==> config.mk <==
export PLATFORM = sky130hd
export DESIGN_NAME = owner_tagged_block_allocator_flat
export DESIGN_NICKNAME = d
export VERILOG_FILES = /design/src/rtl/otba_pkg.sv /design/src/rtl/otba_if.sv /design/src/rtl/otba_ram.sv /design/src/rtl/otba_seq.sv /design/src/rtl/otba_dp.sv /design/src/rtl/owner_tagged_block_allocator.sv /design/src/flat_wrapper.sv
export VERILOG_INCLUDE_DIRS = /design/src /design/src/rtl
export SDC_FILE = /design/constraint.sdc
export NUM_CORES = 2
export LEC_CHECK = 0
export ABC_AREA = 1
export BUFFER_PORTS_ARGS = -buffer_cell sky130_fd_sc_hd__clkbuf_2
export CORE_MARGIN = 1
export CORE_UTILIZATION = 35
export CTS_BUF_LIST = sky130_fd_sc_hd__clkbuf_8
export DETAILED_ROUTE_END_ITERATION = 7
export PLACE_DENSITY = 0.53
export SYNTH_ARGS = -nofsm -noshare
export SYNTH_HDL_FRONTEND = slang
export SYNTH_HIERARCHICAL = 1
export SYNTH_SLANG_ARGS = --single-unit
==> constraint.sdc <==
create_clock -name clk_i -period 4.59 [get_ports clk_i]
set_input_delay 0.2295 -clock clk_i [delete_from_list [all_inputs] [get_ports clk_i]]
set_output_delay 0.2295 -clock clk_i [all_outputs]
set_load 0.02 [all_outputs]
==> src/rtl/owner_tagged_block_allocator_defines.svh <==
// Assertion macros for the block allocator.
`ifndef OWNER_TAGGED_BLOCK_ALLOCATOR_DEFINES_SVH
`define OWNER_TAGGED_BLOCK_ALLOCATOR_DEFINES_SVH

`ifndef SYNTHESIS

`define OTBA_ASSERT_IMP(lbl, clk, rst_n, pre, post) \
  lbl: assert property (@(posedge clk) disable iff (!rst_n) (pre) |-> (post)) \
    else $error("block allocator check failed");

`define OTBA_ASSERT_NXT(lbl, clk, rst_n, pre, post) \
  lbl: assert property (@(posedge clk) disable iff (!rst_n) (pre) |=> (post)) \
    else $error("block allocator check failed");

`else

`define OTBA_ASSERT_IMP(lbl, clk, rst_n, pre, post)

`define OTBA_ASSERT_NXT(lbl, clk, rst_n, pre, post)

`endif

`endif

==> src/rtl/otba_pkg.sv <==
package otba_pkg;

  localparam int BLOCKS    = 64;
  localparam int RESERVED  = 5;
  localparam int IDX_W     = $clog2(BLOCKS);
  localparam int CNT_W     = $clog2(BLOCKS + 1);
  localparam int STRIDE    = 7;
  localparam int START_RST = (RESERVED * STRIDE) % BLOCKS;
  localparam int RAM_W     = 16;

  localparam logic [7:0] KCOLOR_RST  = 8'h01;
  localparam logic [7:0] COLOR_FORCE = 8'hFF;
  localparam logic [7:0] BAD_FIELD   = 8'hFF;
  localparam logic [3:0] BAD_MARKS   = 4'hF;
  localparam logic [3:0] MARK_ALLOC  = 4'h1;
  localparam logic [3:0] MARK_LOCK   = 4'h8;

  typedef enum logic [1:0] {
    KIND_ALLOC    = 2'd0,
    KIND_FREE_ONE = 2'd1,
    KIND_FREE_ALL = 2'd2,
    KIND_INSPECT  = 2'd3
  } kind_e;

  typedef enum logic [1:0] {
    ST_OK     = 2'd0,
    ST_NOFREE = 2'd1,
    ST_RANGE  = 2'd2,
    ST_LOCKED = 2'd3
  } status_e;

  typedef enum logic [2:0] {
    ACT_FETCH    = 3'd0,
    ACT_ALLOC    = 3'd1,
    ACT_FREE1    = 3'd2,
    ACT_FA_PRIME = 3'd3,
    ACT_FA_CHK   = 3'd4,
    ACT_INSP_RD  = 3'd5,
    ACT_INSP     = 3'd6,
    ACT_EMIT     = 3'd7
  } act_e;

  typedef struct packed {
    logic  in_valid;
    kind_e kind;
    logic  scan_end;
    logic  last;
    logic  out_free;
  } cond_t;

  typedef struct packed {
    logic [1:0] kind;
    logic [7:0] block_index;
    logic [7:0] owner_id;
    logic [7:0] color_tag;
  } req_t;

  typedef struct packed {
    logic [1:0] status;
    logic [7:0] result_block;
    logic [7:0] result_color;
    logic [7:0] result_owner;
    logic [3:0] result_marks;
    logic [6:0] used_count;
    logic [6:0] avail_count;
    logic [6:0] locked_count;
  } rsp_t;

  function automatic logic blk_locked(input logic [7:0] idx);
    return 9'(idx) < 9'(RESERVED);
  endfunction

endpackage

==> src/rtl/otba_if.sv <==
interface otba_req_if import otba_pkg::*; ();
  logic valid;
  logic ready;
  req_t payload;

  modport source (output valid, output payload, input ready);
  modport sink (input valid, input payload, output ready);
endinterface

interface otba_rsp_if import otba_pkg::*; ();
  logic valid;
  logic ready;
  rsp_t payload;

  modport source (output valid, output payload, input ready);
  modport sink (input valid, input payload, output ready);
endinterface

==> src/rtl/otba_ram.sv <==
module otba_ram #(
  parameter int WIDTH = 16,
  parameter int DEPTH = 64
) (
  input  logic                     clk_i,
  input  logic                     we_i,
  input  logic [$clog2(DEPTH)-1:0] waddr_i,
  input  logic [WIDTH-1:0]         wdata_i,
  input  logic [$clog2(DEPTH)-1:0] raddr_i,
  output logic [WIDTH-1:0]         rdata_o
);

  logic [WIDTH-1:0] mem_q [DEPTH];
  logic [WIDTH-1:0] rdata_q;

  always_ff @(posedge clk_i) begin
    if (we_i) begin
      mem_q[waddr_i] <= wdata_i;
    end
    rdata_q <= mem_q[raddr_i];
  end

  assign rdata_o = rdata_q;

endmodule

==> src/rtl/otba_seq.sv <==
module otba_seq import otba_pkg::*; (
  input  logic  clk_i,
  input  logic  rst_ni,
  input  cond_t cond_i,
  output act_e  act_o
);

  typedef enum logic [2:0] {
    COND_ALWAYS   = 3'd0,
    COND_IN_VALID = 3'd1,
    COND_SCAN_END = 3'd2,
    COND_LAST     = 3'd3,
    COND_OUT_FREE = 3'd4
  } cond_e;

  typedef logic [2:0] upc_t;

  localparam upc_t UPC_FETCH    = 3'd0;
  localparam upc_t UPC_ALLOC    = 3'd1;
  localparam upc_t UPC_FREE1    = 3'd2;
  localparam upc_t UPC_FA_PRIME = 3'd3;
  localparam upc_t UPC_FA_CHK   = 3'd4;
  localparam upc_t UPC_INSP_RD  = 3'd5;
  localparam upc_t UPC_INSP     = 3'd6;
  localparam upc_t UPC_EMIT     = 3'd7;
  localparam int   UPC_NUM      = 8;

  typedef struct packed {
    act_e  act;
    cond_e cond;
    logic  dispatch;
    upc_t  next_t;
    upc_t  next_f;
  } ucode_t;

  localparam ucode_t UCODE [UPC_NUM] = '{
    '{ACT_FETCH,    COND_IN_VALID, 1'b1, UPC_FETCH,  UPC_FETCH},
    '{ACT_ALLOC,    COND_SCAN_END, 1'b0, UPC_EMIT,   UPC_ALLOC},
    '{ACT_FREE1,    COND_ALWAYS,   1'b0, UPC_EMIT,   UPC_EMIT},
    '{ACT_FA_PRIME, COND_ALWAYS,   1'b0, UPC_FA_CHK, UPC_FA_CHK},
    '{ACT_FA_CHK,   COND_LAST,     1'b0, UPC_EMIT,   UPC_FA_CHK},
    '{ACT_INSP_RD,  COND_ALWAYS,   1'b0, UPC_INSP,   UPC_INSP},
    '{ACT_INSP,     COND_ALWAYS,   1'b0, UPC_EMIT,   UPC_EMIT},
    '{ACT_EMIT,     COND_OUT_FREE, 1'b0, UPC_FETCH,  UPC_EMIT}
  };

  function automatic upc_t entry(input kind_e kind);
    upc_t pc;
    case (kind)
      KIND_ALLOC:    pc = UPC_ALLOC;
      KIND_FREE_ONE: pc = UPC_FREE1;
      KIND_FREE_ALL: pc = UPC_FA_PRIME;
      KIND_INSPECT:  pc = UPC_INSP_RD;
      default:       pc = UPC_FETCH;
    endcase
    return pc;
  endfunction

  upc_t   upc_q, upc_d;
  ucode_t uc;
  logic   taken;

  assign uc    = UCODE[upc_q];
  assign act_o = uc.act;

  always_comb begin
    case (uc.cond)
      COND_ALWAYS:   taken = 1'b1;
      COND_IN_VALID: taken = cond_i.in_valid;
      COND_SCAN_END: taken = cond_i.scan_end;
      COND_LAST:     taken = cond_i.last;
      COND_OUT_FREE: taken = cond_i.out_free;
      default:       taken = 1'b1;
    endcase
    if (!taken) begin
      upc_d = uc.next_f;
    end else if (uc.dispatch) begin
      upc_d = entry(cond_i.kind);
    end else begin
      upc_d = uc.next_t;
    end
  end

  always_ff @(posedge clk_i or negedge rst_ni) begin
    if (!rst_ni) begin
      upc_q <= UPC_FETCH;
    end else begin
      upc_q <= upc_d;
    end
  end

endmodule

==> src/rtl/otba_dp.sv <==
module otba_dp import otba_pkg::*; (
  input  logic              clk_i,
  input  logic              rst_ni,
  input  logic              cfg_we_i,
  input  logic [7:0]        cfg_data_i,
  input  act_e              act_i,
  output cond_t             cond_o,
  otba_req_if.sink          req_i,
  otba_rsp_if.source        rsp_o
);

  logic [7:0]        kcolor_q, kcolor_d;
  logic [BLOCKS-1:0] alloc_q, alloc_d;
  logic [CNT_W-1:0]  used_q, used_d;
  logic [IDX_W-1:0]  start_q, start_d;
  logic              out_valid_q, out_valid_d;

  req_t              item_q, item_d;
  logic [IDX_W-1:0]  ptr_q, ptr_d;
  logic [IDX_W-1:0]  cnt_q, cnt_d;
  status_e           st_q, st_d;
  logic [7:0]        rblock_q, rblock_d;
  logic [7:0]        rcolor_q, rcolor_d;
  logic [7:0]        rowner_q, rowner_d;
  logic [3:0]        rmarks_q, rmarks_d;
  rsp_t              out_q, out_d;

  logic [IDX_W-1:0]  ptr_next;
  logic [IDX_W-1:0]  idx_w;
  logic              idx_ok;
  logic              free_at_ptr;
  logic              scan_last;
  logic              out_free;
  logic [IDX_W:0]    start_sum;
  logic [IDX_W:0]    start_dif;
  logic [IDX_W-1:0]  start_up;
  logic [IDX_W-1:0]  start_dn;
  logic              ram_we;
  logic [IDX_W-1:0]  ram_raddr;
  logic [RAM_W-1:0]  ram_wdata;
  logic [RAM_W-1:0]  ram_rdata;
  logic [7:0]        new_color;
  logic              insp_lk;
  logic              insp_al;

  assign ptr_next    = (ptr_q == IDX_W'(BLOCKS - 1)) ? '0 : ptr_q + 1'b1;
  assign idx_w       = item_q.block_index[IDX_W-1:0];
  assign idx_ok      = 9'(item_q.block_index) < 9'(BLOCKS);
  assign free_at_ptr = !alloc_q[ptr_q] && !blk_locked(8'(ptr_q));
  assign scan_last   = ptr_q == IDX_W'(BLOCKS - 1);
  assign out_free    = !out_valid_q || rsp_o.ready;

  assign start_sum = {1'b0, start_q} + (IDX_W+1)'(STRIDE);
  assign start_up  = (start_sum >= (IDX_W+1)'(BLOCKS)) ?
                     IDX_W'(start_sum - (IDX_W+1)'(BLOCKS)) : IDX_W'(start_sum);
  assign start_dif = (start_q >= IDX_W'(STRIDE)) ?
                     ({1'b0, start_q} - (IDX_W+1)'(STRIDE)) :
                     ({1'b0, start_q} + (IDX_W+1)'(BLOCKS - STRIDE));
  assign start_dn  = IDX_W'(start_dif);

  assign new_color = (item_q.color_tag != 8'h00) ? item_q.color_tag : COLOR_FORCE;
  assign ram_we    = (act_i == ACT_ALLOC) && free_at_ptr;
  assign ram_wdata = {new_color, item_q.owner_id};

  always_comb begin
    case (act_i)
      ACT_FA_CHK:  ram_raddr = ptr_next;
      ACT_INSP_RD: ram_raddr = idx_w;
      default:     ram_raddr = ptr_q;
    endcase
  end

  otba_ram #(
    .WIDTH (RAM_W),
    .DEPTH (BLOCKS)
  ) u_tag_ram (
    .clk_i   (clk_i),
    .we_i    (ram_we),
    .waddr_i (ptr_q),
    .wdata_i (ram_wdata),
    .raddr_i (ram_raddr),
    .rdata_o (ram_rdata)
  );

  assign insp_lk = blk_locked(item_q.block_index);
  assign insp_al = alloc_q[idx_w];

  always_comb begin
    kcolor_d    = cfg_we_i ? cfg_data_i : kcolor_q;
    alloc_d     = alloc_q;
    used_d      = used_q;
    start_d     = start_q;
    out_valid_d = out_valid_q && !rsp_o.ready;
    item_d      = item_q;
    ptr_d       = ptr_q;
    cnt_d       = cnt_q;
    st_d        = st_q;
    rblock_d    = rblock_q;
    rcolor_d    = rcolor_q;
    rowner_d    = rowner_q;
    rmarks_d    = rmarks_q;
    out_d       = out_q;

    case (act_i)
      ACT_FETCH: begin
        if (req_i.valid) begin
          item_d   = req_i.payload;
          ptr_d    = (kind_e'(req_i.payload.kind) == KIND_ALLOC) ? start_q : '0;
          cnt_d    = '0;
          st_d     = ST_OK;
          rblock_d = 8'h00;
          rcolor_d = 8'h00;
          rowner_d = 8'h00;
          rmarks_d = 4'h0;
        end
      end
      ACT_ALLOC: begin
        if (free_at_ptr) begin
          alloc_d[ptr_q] = 1'b1;
          used_d         = used_q + 1'b1;
          start_d        = start_up;
          rblock_d       = 8'(ptr_q);
        end else if (cnt_q == IDX_W'(BLOCKS - 1)) begin
          st_d = ST_NOFREE;
        end else begin
          ptr_d = ptr_next;
          cnt_d = cnt_q + 1'b1;
        end
      end
      ACT_FREE1: begin
        rblock_d = item_q.block_index;
        if (!idx_ok) begin
          st_d = ST_RANGE;
        end else if (insp_lk) begin
          st_d = ST_LOCKED;
        end else if (insp_al) begin
          alloc_d[idx_w] = 1'b0;
          used_d         = used_q - 1'b1;
          start_d        = start_dn;
        end
      end
      ACT_FA_PRIME: begin
      end
      ACT_FA_CHK: begin
        if (alloc_q[ptr_q] && !blk_locked(8'(ptr_q)) &&
            ram_rdata[7:0] == item_q.owner_id) begin
          alloc_d[ptr_q] = 1'b0;
          used_d         = used_q - 1'b1;
          start_d        = start_dn;
        end
        ptr_d = ptr_next;
      end
      ACT_INSP_RD: begin
      end
      ACT_INSP: begin
        rblock_d = item_q.block_index;
        if (!idx_ok) begin
          st_d     = ST_RANGE;
          rcolor_d = BAD_FIELD;
          rowner_d = BAD_FIELD;
          rmarks_d = BAD_MARKS;
        end else begin
          rcolor_d = insp_lk ? kcolor_q : (insp_al ? ram_rdata[15:8] : 8'h00);
          rowner_d = insp_al ? ram_rdata[7:0] : 8'h00;
          rmarks_d = (insp_al ? MARK_ALLOC : 4'h0) | (insp_lk ? MARK_LOCK : 4'h0);
        end
      end
      ACT_EMIT: begin
        if (out_free) begin
          out_d.status       = st_q;
          out_d.result_block = rblock_q;
          out_d.result_color = rcolor_q;
          out_d.result_owner = rowner_q;
          out_d.result_marks = rmarks_q;
          out_d.used_count   = 7'(used_q);
          out_d.avail_count  = 7'(CNT_W'(BLOCKS) - used_q);
          out_d.locked_count = 7'(RESERVED);
          out_valid_d        = 1'b1;
        end
      end
      default: begin
      end
    endcase
  end

  always_ff @(posedge clk_i or negedge rst_ni) begin
    if (!rst_ni) begin
      kcolor_q    <= KCOLOR_RST;
      alloc_q     <= '0;
      used_q      <= CNT_W'(RESERVED);
      start_q     <= IDX_W'(START_RST);
      out_valid_q <= 1'b0;
    end else begin
      kcolor_q    <= kcolor_d;
      alloc_q     <= alloc_d;
      used_q      <= used_d;
      start_q     <= start_d;
      out_valid_q <= out_valid_d;
    end
  end

  always_ff @(posedge clk_i) begin
    item_q   <= item_d;
    ptr_q    <= ptr_d;
    cnt_q    <= cnt_d;
    st_q     <= st_d;
    rblock_q <= rblock_d;
    rcolor_q <= rcolor_d;
    rowner_q <= rowner_d;
    rmarks_q <= rmarks_d;
    out_q    <= out_d;
  end

  assign req_i.ready   = act_i == ACT_FETCH;
  assign rsp_o.valid   = out_valid_q;
  assign rsp_o.payload = out_q;

  assign cond_o.in_valid = req_i.valid;
  assign cond_o.kind     = kind_e'(req_i.payload.kind);
  assign cond_o.scan_end = free_at_ptr || (cnt_q == IDX_W'(BLOCKS - 1));
  assign cond_o.last     = scan_last;
  assign cond_o.out_free = out_free;

endmodule

==> src/rtl/owner_tagged_block_allocator.sv <==
// Fixed block allocator with owner and color tags. One request transaction is taken at a
// time from the request channel; each gives exactly one response transaction. A small
// microcode program steps a datapath that holds one allocation bit per block in flops and
// the color/owner tags in a single-port-read RAM. A request runs a fetch step, its kind's
// steps, then a response step. Allocate scans one block per cycle from the start point
// until a free block is found, from 1 to BLOCKS blocks; free one block runs a free step;
// free all blocks of an owner runs a priming step, then one tag RAM read per block; inspect
// runs a read step and an inspect step. The next request is taken while a response still
// waits in the output register. No clearing pass after reset; reserved blocks stay locked.
`include "owner_tagged_block_allocator_defines.svh"

module owner_tagged_block_allocator import otba_pkg::*; (
  input  logic       clk_i,
  input  logic       rst_ni,
  input  logic       cfg_we_i,
  input  logic [7:0] cfg_data_i,
  otba_req_if.sink   req_i,
  otba_rsp_if.source rsp_o
);

  act_e  act;
  cond_t cond;

  otba_seq u_seq (
    .clk_i  (clk_i),
    .rst_ni (rst_ni),
    .cond_i (cond),
    .act_o  (act)
  );

  otba_dp u_dp (
    .clk_i      (clk_i),
    .rst_ni     (rst_ni),
    .cfg_we_i   (cfg_we_i),
    .cfg_data_i (cfg_data_i),
    .act_i      (act),
    .cond_o     (cond),
    .req_i      (req_i),
    .rsp_o      (rsp_o)
  );

  `OTBA_ASSERT_IMP(a_counts_sum, clk_i, rst_ni, rsp_o.valid,
    (rsp_o.payload.used_count + rsp_o.payload.avail_count) == 7'(BLOCKS))

  `OTBA_ASSERT_NXT(a_leave_fetch, clk_i, rst_ni, req_i.valid && req_i.ready,
    act != ACT_FETCH)

  `OTBA_ASSERT_IMP(a_locked_reserved, clk_i, rst_ni,
    rsp_o.valid && rsp_o.payload.status == ST_LOCKED,
    9'(rsp_o.payload.result_block) < 9'(RESERVED))

endmodule
==> src/flat_wrapper.sv <==
// flat-port wrapper written by rule: the top's interface ports become plain ports
module owner_tagged_block_allocator_flat import otba_pkg::*;
  (clk_i, rst_ni, cfg_we_i, cfg_data_i, req_i_valid, req_i_payload, req_i_ready, rsp_o_valid, rsp_o_payload, rsp_o_ready);
  otba_req_if req_i_i ();
  otba_rsp_if rsp_o_i ();
  input  logic clk_i;
  input  logic rst_ni;
  input  logic cfg_we_i;
  input  logic [7:0] cfg_data_i;
  input wire logic [$bits(req_i_i.valid)-1:0] req_i_valid;
  input wire logic [$bits(req_i_i.payload)-1:0] req_i_payload;
  output wire logic [$bits(req_i_i.ready)-1:0] req_i_ready;
  output wire logic [$bits(rsp_o_i.valid)-1:0] rsp_o_valid;
  output wire logic [$bits(rsp_o_i.payload)-1:0] rsp_o_payload;
  input wire logic [$bits(rsp_o_i.ready)-1:0] rsp_o_ready;
  assign req_i_i.valid = req_i_valid;
  assign req_i_i.payload = req_i_payload;
  assign req_i_ready = req_i_i.ready;
  assign rsp_o_valid = rsp_o_i.valid;
  assign rsp_o_payload = rsp_o_i.payload;
  assign rsp_o_i.ready = rsp_o_ready;
  owner_tagged_block_allocator u_core (.clk_i(clk_i), .rst_ni(rst_ni), .cfg_we_i(cfg_we_i), .cfg_data_i(cfg_data_i), .req_i(req_i_i), .rsp_o(rsp_o_i));
endmodule
==> reports/qor.txt <==
htree depth: 4
CP max stage cell: dfrtp_1
worst reg2reg path depth: 16
Die Height: 396 µm
clock sink count: 1236
Min Hold Slack: 0.218 ns
Leakage: 23.6 nW
routability cong.: 0.899
via count: 38900
Yosys top cell by area: edfxtp_1
TNS Setup: 0 ns
Setup crit end kind: flip-flop
Finished Cell Area: 61900 µm²
most common cell in the netlist: nand2_1
post-synth top area share: 62.5%
Synth cell types: 53
Slew @ Worst Pin: 1.32 ns
Worst EP arrival: 4.97 ns
hold path cells: 5
total die area: 157000 µm²
top cells by count, synth: nand2_1, edfxtp_1, nand3_1
number of port buffers: 84
Seq cells post-synth: 1236
R2R Setup Slk: 0.46 ns
critical path's most frequent cell: nand2_1
P&R area growth vs syn: 14.1%
pin count of the biggest net entering global routing: 153
initial DRC count: 3834
CTS tree: built
hold path startpoint: rsp_o_ready
endpoints failing setup: 0
Crit Reg-Reg Startpoint: u_core/u_seq/upc_q[2]
Worst Hold Class: primary input to flip-flop
per-cell routed wire length: 21.8 µm
reg2reg end: u_core/u_dp/u_tag_ram/rdata_o[4]
vias in the first global route: 37000
layout cells sized above 1: 11.7%
total I/O pin count: 92
Final Max Slew Viols: 0
setup repair after global routing missed its margin: no
Detail Placement HPWL: 96100 µm
die width: 396 µm
register area share after synthesis: 67.2%
Synth area leaders: edfxtp_1, nand2_1, nand3_1
CORE AREA: 154000 µm²
antenna-violating nets left: 0
Warnings, synthesis: 6
Pwr per Cell Area: 744 nW/µm²
first-pass GRT wire length: 244000 µm
setup ws final: 0.458 ns
fmax: 242 MHz
Mapped Avg Cell Area: 10.7 µm²
Final min period: 4.13 ns
GR Overflow Total: 0
Starting Density: 35.3%
Startpoint Class: flip-flop
number of placement rows: 144
Hold Path End: u_core/u_dp/rsp_o.valid
crit path kind: flip-flop to flip-flop
max cap viols: 0
post-synthesis cell count: 5065
worst-path cell chain: inv_1 > nor3_1 > nand2_1 > o311ai_2 > buf_12 > inv_16 > buf_12 > buf_4 > nand2_1 > nand3_1 > nand3_1 > nand2_1 > nand2_1 > nand3_1 > nand3_1 > nand2_1
ys async rst share: 7.20%
final WL: 164000 µm
vias per cell: 5.17
outcome: completed
initial antenna violation count: 4
Clock Skew: 0.0554 ns
TritonCTS Buffers: 204
clk_lat worst skew: 0.95 ns
Post-synth EDFFs: 1131
CTS Root Cell: clkbuf_8
Cell Area, Synth: 54300 µm²
number of setup buffers added after CTS: 0
drt first pass iters: 6
top_reg_cell synth: edfxtp_1
DRC violations left: 0
nets: 5367
fin crit share: 90.0%
slowest cell delay on critical path: 0.66 ns
post-layout power: 46.1 mW
Max Fanout on Critical Path: 123
fin util: 40.2%
Final Hold Vio Count: 0
Max IR drop VDD: 0.00104 V
Critical Path RT: 5.43 ns
Placed Area: 57300 µm²
DP Worst Slack: 0.582 ns
Clock Tree Buf Depth: 3
Worst slew margin: 11.5%
Clock transition at path regs: 0.06 ns
final std cells w/o fill: 7518
Total GRT Usage: 20.6%
DP Cell Count: 7062
[final cells by class]
type | instances | area (µm²)
Fill cell | 14800 | 92100
Sequential cell | 1236 | 36500
Multi-Input combinational cell | 3342 | 15300
Timing Repair Buffer | 364 | 3100
Clock buffer | 211 | 2900
Tap cell | 2044 | 2560
Clock inverter | 159 | 898
Inverter | 160 | 636
Antenna cell | 2 | 5.00
[kinds of logic (layout without fill, tap and decap cells)]
| kind of cell | count (synthesis) | count (layout) | synth area share (%) |
|---|---|---|---|
| DFF | 1236 | 1236 | 67.2 |
| muxes | 8 | 8 | 0.166 |
| other | 2 | 9 | 0.0138 |
| xor gates and xnor gates | 28 | 28 | 0.452 |
| and+or+nand+nor | 3039 | 3039 | 24.3 |
| AOI/OAI and AO/OA | 240 | 240 | 2.44 |
| adders and majority gates | 20 | 20 | 0.475 |
| buffers and inverters | 492 | 894 | 4.95 |
[state kept, by name, summed over array words and instances (netlist names), named ones only]
| name | flops |
|---|---|
| u_core/u_dp/idx_w | 6 |
| u_core/u_dp/kcolor_q | 8 |
| u_core/u_dp/rsp_o.valid | 1 |
| u_core/u_dp/rowner_q | 8 |
| u_core/u_dp/st_q | 2 |
| u_core/u_dp/rcolor_q | 8 |
| u_core/u_dp/cnt_q | 6 |
| u_core/u_dp/u_tag_ram/mem_q | 1024 |
| u_core/u_dp/rblock_q | 8 |
| u_core/u_seq/upc_q | 2 |
| u_core/u_dp/start_q | 6 |
| u_core/u_dp/ptr_q | 6 |
| u_core/u_dp/used_q | 7 |
| u_core/u_dp/rmarks_q | 3 |
| u_core/u_dp/rsp_o.payload | 42 |
| u_core/u_dp/item_q | 18 |
| u_core/u_dp/alloc_q | 64 |
| u_core/u_dp/u_tag_ram/rdata_o | 16 |
[placed cells by master (no fill, tap or decap), drive strengths merged]
| master | instances |
|---|---|
| nand2 | 1728 |
| edfxtp | 1131 |
| nand3 | 1045 |
| clkbuf | 294 |
| inv | 240 |
| buf | 198 |
| nor2 | 146 |
| o21ai | 98 |
| a21oi | 92 |
| nand4 | 88 |
| dlygate4sd3 | 83 |
| dfrtp | 83 |
| clkinv | 71 |
| nor3 | 22 |
| o211ai | 20 |
| ha | 19 |
| xor2 | 17 |
| dfxtp | 16 |
| o22ai | 13 |
| xnor2 | 11 |
| nor4 | 9 |
| mux2 | 8 |
| conb | 7 |
| dfstp | 6 |
| bufinv | 5 |
| a31oi | 5 |
| o221ai | 5 |
| clkinvlp | 3 |
| diode | 2 |
| o32ai | 2 |
| o311ai | 1 |
| nor3b | 1 |
| a21boi | 1 |
| a311oi | 1 |
| o31ai | 1 |
| fa | 1 |
| o21a | 1 |
[what timing repair did]
action,4_1_cts,5_1_grt
hold buffers,84,0
resized for setup,0,0
hold endpoints to repair,172,0
[how the worst max path moves through the flow]
stage | slack (ns) | end | cells past startpoint | start
6_report | 0.46 | u_core/u_dp/u_tag_ram/rdata_o[4] | 16 | u_core/u_seq/upc_q[2]
5_1_grt | 0.24 | u_core/u_dp/u_tag_ram/rdata_o[8] | 15 | u_core/u_seq/upc_q[2]
4_1_cts | 0.54 | u_core/u_dp/u_tag_ram/rdata_o[8] | 15 | u_core/u_seq/upc_q[2]
3_5_place_dp | 0.58 | u_core/u_dp/u_tag_ram/rdata_o[8] | 15 | u_core/u_seq/upc_q[2]
3_3_place_gp | 0.64 | u_core/u_dp/u_tag_ram/rdata_o[4] | 16 | u_core/u_seq/upc_q[2]
2_1_floorplan | 0.60 | u_core/u_dp/u_tag_ram/mem_q[48][0] | 14 | u_core/u_dp/ptr_q[0]
[power breakdown]
group / internal (mW) / switching [mW]
combinational: 6.40 / 16.2
sequential: 13.4 / 0.867
clock: 4.58 / 4.59
total: 24.4 / 21.7
[layer usage]
metal	wire, µm	vias to the layer above	GRT usage [%]	share of wire, %
met3	10300	282	3.45	6.3
met4	4700	0	6.96	2.9
met1	72400	19100	28.4	44
met2	76800	1390	32.8	47
li1	-	18100	-	-
met5	0	-	0	0
[worst max-delay path, delay by kind of cell, from the launching register on]
kind,cells,cell delay (ns)
and+or+nand+nor,10,1.92
buffers and inverters,5,1.11
AOI/OAI and AO/OA,1,0.15
DFF,1,0.66
Note: power is estimated with default switching activity, not from simulation.
